$ cat config.mk
export PLATFORM = sky130hd
export DESIGN_NAME = cdlos_mul
export DESIGN_NICKNAME = d
export VERILOG_FILES = /design/src/rtl/core/cdlos_pkg.sv /design/src/rtl/core/cdlos_mul.sv
export SDC_FILE = /design/constraint.sdc
export NUM_CORES = 2
export LEC_CHECK = 0
export BUFFER_PORTS_ARGS = -buffer_cell sky130_fd_sc_hd__buf_2
export CORE_MARGIN = 2
export CORE_UTILIZATION = 50
export CTS_BUF_LIST = sky130_fd_sc_hd__clkbuf_4 sky130_fd_sc_hd__clkbuf_8
export CTS_CLUSTER_DIAMETER = 120
export CTS_CLUSTER_SIZE = 10
export DETAILED_ROUTE_END_ITERATION = 8
export GPL_ROUTABILITY_DRIVEN = 1
export PLACE_DENSITY = 0.76
export SLEW_MARGIN = 20
export SYNTH_ARGS = -nofsm -noshare
export SYNTH_HDL_FRONTEND = slang
export SYNTH_SLANG_ARGS = --single-unit
$ cat constraint.sdc
create_clock -name i_clk -period 17 [get_ports i_clk]
set_clock_uncertainty 0.1 [all_clocks]
set_input_delay 5.1 -clock i_clk [delete_from_list [all_inputs] [get_ports i_clk]]
set_output_delay 5.1 -clock i_clk [all_outputs]
set_load 0.05 [all_outputs]
$ cat src/rtl/core/cdlos_pkg.sv
// Shared types and constants for the crack disk line-of-sight block.
// Used by the neighbor memory, the shared multiplier and the top-level sequencer.
// No dependencies.
package cdlos_pkg;

    // Operation codes of an input transaction
    localparam logic [2:0] OP_CLEAR  = 3'd0;
    localparam logic [2:0] OP_APPEND = 3'd1;
    localparam logic [2:0] OP_SET_A  = 3'd2;
    localparam logic [2:0] OP_QPOINT = 3'd3;
    localparam logic [2:0] OP_QPAIR  = 3'd4;

    // Operand pairs of the three-term dot product
    localparam logic [2:0] DS_DA = 3'd0;  // (B-A) . normal of A
    localparam logic [2:0] DS_MM = 3'd1;  // m . m, normalized magnitudes
    localparam logic [2:0] DS_VA = 3'd2;  // v . normal of A
    localparam logic [2:0] DS_VB = 3'd3;  // v . normal of B
    localparam logic [2:0] DS_UN = 3'd4;  // (A-O) . neighbor normal
    localparam logic [2:0] DS_DN = 3'd5;  // (B-A) . neighbor normal

    // 0.75/pi in Q0.32
    localparam logic [29:0] VOL_K     = 30'd1025347913;
    localparam int          CUBE_MSB  = 21;
    localparam int          DIV_STEPS = 30;
    localparam int          COS_SHIFT = 26;
    localparam int          NORM_BITS = 14;

    typedef logic signed [33:0] t_mop;
    typedef logic signed [67:0] t_prod;

    typedef struct packed {
        logic [23:0]        id;
        logic signed [31:0] pos_x;
        logic signed [31:0] pos_y;
        logic signed [31:0] pos_z;
        logic signed [15:0] nrm_x;
        logic signed [15:0] nrm_y;
        logic signed [15:0] nrm_z;
        logic               broken;
        logic [31:0]        rsq;
    } t_nb_entry;

endpackage

$ cat src/rtl/core/cdlos_mul.sv
// Shared signed 34x34 multiplier with a registered product.
// Depends on cdlos_pkg for operand and product types.
module cdlos_mul (
    input  logic                i_clk,
    input  cdlos_pkg::t_mop     i_a,
    input  cdlos_pkg::t_mop     i_b,
    output cdlos_pkg::t_prod    o_prod
);

    cdlos_pkg::t_prod r_prod;

    // Multiply every cycle; the sequencer picks up the registered product in the cycle after
    always_ff @(posedge i_clk) begin
        r_prod <= i_a * i_b;
    end

    assign o_prod = r_prod;

endmodule
==> run summary <==
STA classifies the critical path endpoint as a flip-flop. The sum of net half-perimeters after detailed placement came out at 88.1 mm. The filler cells instantiated in the layout total around 7,600.

The critical path is of the primary input to flip-flop type. The post-CTS resize count came out at 0. The via total after detailed routing is around 30,000. The register with the most flip-flops in the layout has 68 of them. The final critical path time including I/O delays and setup is roughly 13,000 ps. The number of vias per cell is 5.33. The total setup buffers inserted after CTS is 0.

The path category of the worst min-delay check is primary input to flip-flop. The post-synthesis sequential area ratio came out at under 10%. The number of distinct standard cells referenced by the synthesized netlist is 69.

The DRC violations left came out at 0. The number of enable-type register cells in the synthesized netlist is 0. For this configuration, the core starts out at a cell density of between 50% and 60%. In this run the count of I/O pins placed on the die edge is roughly 140. The critical path arrival is approximately 13,000 ps. The period utilization came out at a little under 80%. The clock root buffer is clkbuf_8.

Global routing used between 40 and 50% of the available met2 tracks. Relative to the synthesized area, the layout overhead comes to 3.66%. The count of nets left with antenna violations once routing finished came out at 0. The summed instance area of the synthesized netlist came out at about 43,000 µm². Setup repair after global routing left no endpoint under its margin. The highest fanout seen on the critical path is 27.

Buffers inserted during clock tree synthesis total 9. The die height is 297 µm. Based on the critical path, the design can be clocked at up to approximately 0.076 GHz. The number of antenna violations at the first check in global routing is 13. The routability congestion estimate from global placement is 0.906. The core footprint came out at 85,300 µm². TritonCTS built the clock tree.

The largest buffer count on any clock path is 2. The pin count of the biggest net entering global routing came out at 35. The required time reported for the critical path endpoint came out at between 15,000 and 20,000 ps. The residual overflow from global routing is 0.

CTS built an H-tree with a depth of 3. The placement-stage cell area is 44,400 µm². Timing analysis after detailed placement gives a worst setup slack of approximately 3400 ps. The reported max-cap violation count came out at 0. After floorplanning, the core was divided into about 110 placement rows. The number of detailed-routing iterations run before antenna repair is 9.

The final count of negative-setup-slack endpoints came out at 0. The number of instances in the synthesized netlist is 4,554. The via count of the first global-routing pass is around 34,000. The setup TNS is 0 ps. The mean routed wirelength per cell came out at a little under 20 µm.

The final wirelength is 112 mm. The global-route wire length before repair came out at approximately 190 mm. The sink count of the clock tree came out at 68. The number of register bits inferred by synthesis is a little under 70.

The number of nets in the synthesized netlist is a little over 6,000. The worst setup path is launched from a primary input. The minimum setup slack in the final design came out at about 3800 ps. The register clock-pin slew on the reported worst setup and hold paths came out at 100 ps. In the synthesized netlist the dominant register cell turns out to be dfxtp_1. The flow ran to the end, and the final reports show no timing, DRC or antenna violations. The total count of max-transition violations in the final report is 0.

The met3 capacity usage during global routing came out at 4.96%. Measured against its own limit, the worst slew margin works out to ~28%. The mean post-synth cell area came out at roughly 9.4 µm². The hold buffer count at cts came out at 0.

The hold violation total from the final report came to 0. The most congested layer reported by global routing is met2. The overall track demand over capacity in global routing is a little over a quarter. The horizontal die dimension came out at a little under 300 µm.

The fraction of met1 tracks used by global routing came out at a little over a third. The ratio of cells with drive above 1 in the final layout is about 4.5%. The Yosys warning count is 0. The die covers approximately 90,000 µm².

The share of flip-flops with an asynchronous set or reset after synthesis came out at 0%. The worst-margin pin slew came out at roughly 1100 ps. The number of input and output port buffers inserted is about 140. Summing all non-filler instances in the final layout gives an area of between 40,000 and 50,000 µm².

The total number of nets in the final design came out at approximately 6,000. The first routing iteration left 1,963 violations.
==> synthesized netlist by cell type (all sizes together), types with 3 or more instances <==
| cell type | count | area share, % |
|---|---|---|
| or2 | 4 | 0.058 |
| o41ai | 6 | 0.17 |
| inv | 1231 | 11 |
| nor2 | 56 | 0.50 |
| fa | 1241 | 58 |
| a221oi | 4 | 0.096 |
| xor2 | 23 | 0.47 |
| o21a | 4 | 0.070 |
| buf | 9 | 0.14 |
| nor3 | 5 | 0.058 |
| nand4 | 11 | 0.16 |
| o211ai | 3 | 0.052 |
| a21o | 37 | 0.65 |
| nand3 | 11 | 0.13 |
| dfxtp | 68 | 3.2 |
| a21oi | 63 | 0.75 |
| and2 | 623 | 9.1 |
| a211o | 3 | 0.064 |
| a31oi | 10 | 0.21 |
| and3 | 8 | 0.13 |
| o21bai | 12 | 0.21 |
| xnor2 | 56 | 1.1 |
| a211oi | 7 | 0.13 |
| clkbuf | 217 | 1.9 |
| nor2b | 9 | 0.13 |
| o21ai | 41 | 0.52 |
| ha | 204 | 5.9 |
| nand2b | 20 | 0.29 |
| nand2 | 542 | 4.7 |
==> area by class of cell <==
class | count | area [µm²] | share of cell area [%]
Antenna cell | 5 | 12.5 | 0.0281
Clock inverter | 6 | 95.1 | 0.213
Clock buffer | 10 | 138 | 0.309
Timing Repair Buffer | 152 | 801 | 1.80
Tap cell | 1144 | 1430 | 3.21
Inverter | 1232 | 4620 | 10.4
Multi-Input combinational cell | 3026 | 36100 | 81.0
Sequential cell | 68 | 1360 | 3.05
==> cells by family (layout without fill, tap and decap cells) <==
group	Yosys count	in the layout	share of synthesized area (%)
compound gates	206	206	3.35
xor+xnor	79	79	1.61
fa+ha+maj	1445	1445	63.7
buf+inv	1460	1400	12.8
flops	68	68	3.16
other cells	0	5	0
simple gates	1296	1296	15.4
==> metrics by stage <==
step | instances | utilization (%) | hold WS (ps)
final | 5643 | 52.3 | 5120
after global routing | 5640 | 52.3 | 5140
after CTS | 5638 | 52.3 | 5090
after detailed placement | 5622 | 52.0 | 5470
after global placement | 5622 | 52.0 | 5470
after floorplan | 4554 | - | 5130
==> worst max-delay path, stage by stage <==
cell,delay [ps]
buf_2,530
buf_4,300
and2_1,170
fa_1,430
inv_1,260
fa_1,550
inv_1,180
fa_1,480
fa_1,1240
fa_1,590
fa_1,500
fa_1,520
inv_1,60
fa_1,470
inv_1,50
ha_1,390
and2_1,270
nand2_1,100
o41ai_1,550
a31oi_4,80
o31ai_4,360
a221oi_2,110
xnor2_1,130
==> per-layer routing <==
layer | vias up | wire length [µm]
met5 | - | 119
met1 | 15725 | 43100
met4 | 18 | 4640
li1 | 12668 | -
met3 | 299 | 9500
met2 | 1387 | 54300
==> path summary, 6_finish.rpt <==
kind / depth (start not counted) / end / slack, ps / startpoint
hold / removal: 2 / o_prod[0] / 5120 / i_b[0]
setup / recovery: 23 / o_prod[66] / 3830 / i_b[9]
==> cells in the final DEF, fill, tap and decap left out, drive strengths merged, types with 56 or more instances in the layout <==
cell   netlist  layout
a21oi       63      63
and2       623     623
buf          9     152
dfxtp       68      68
fa        1241    1241
ha         204     204
inv       1231    1233
nand2      542     542
nor2        56      56
xnor2       56      56
Power is not shown: default switching activity piles up to over one toggle a cycle in this logic, so the estimate is an artifact.
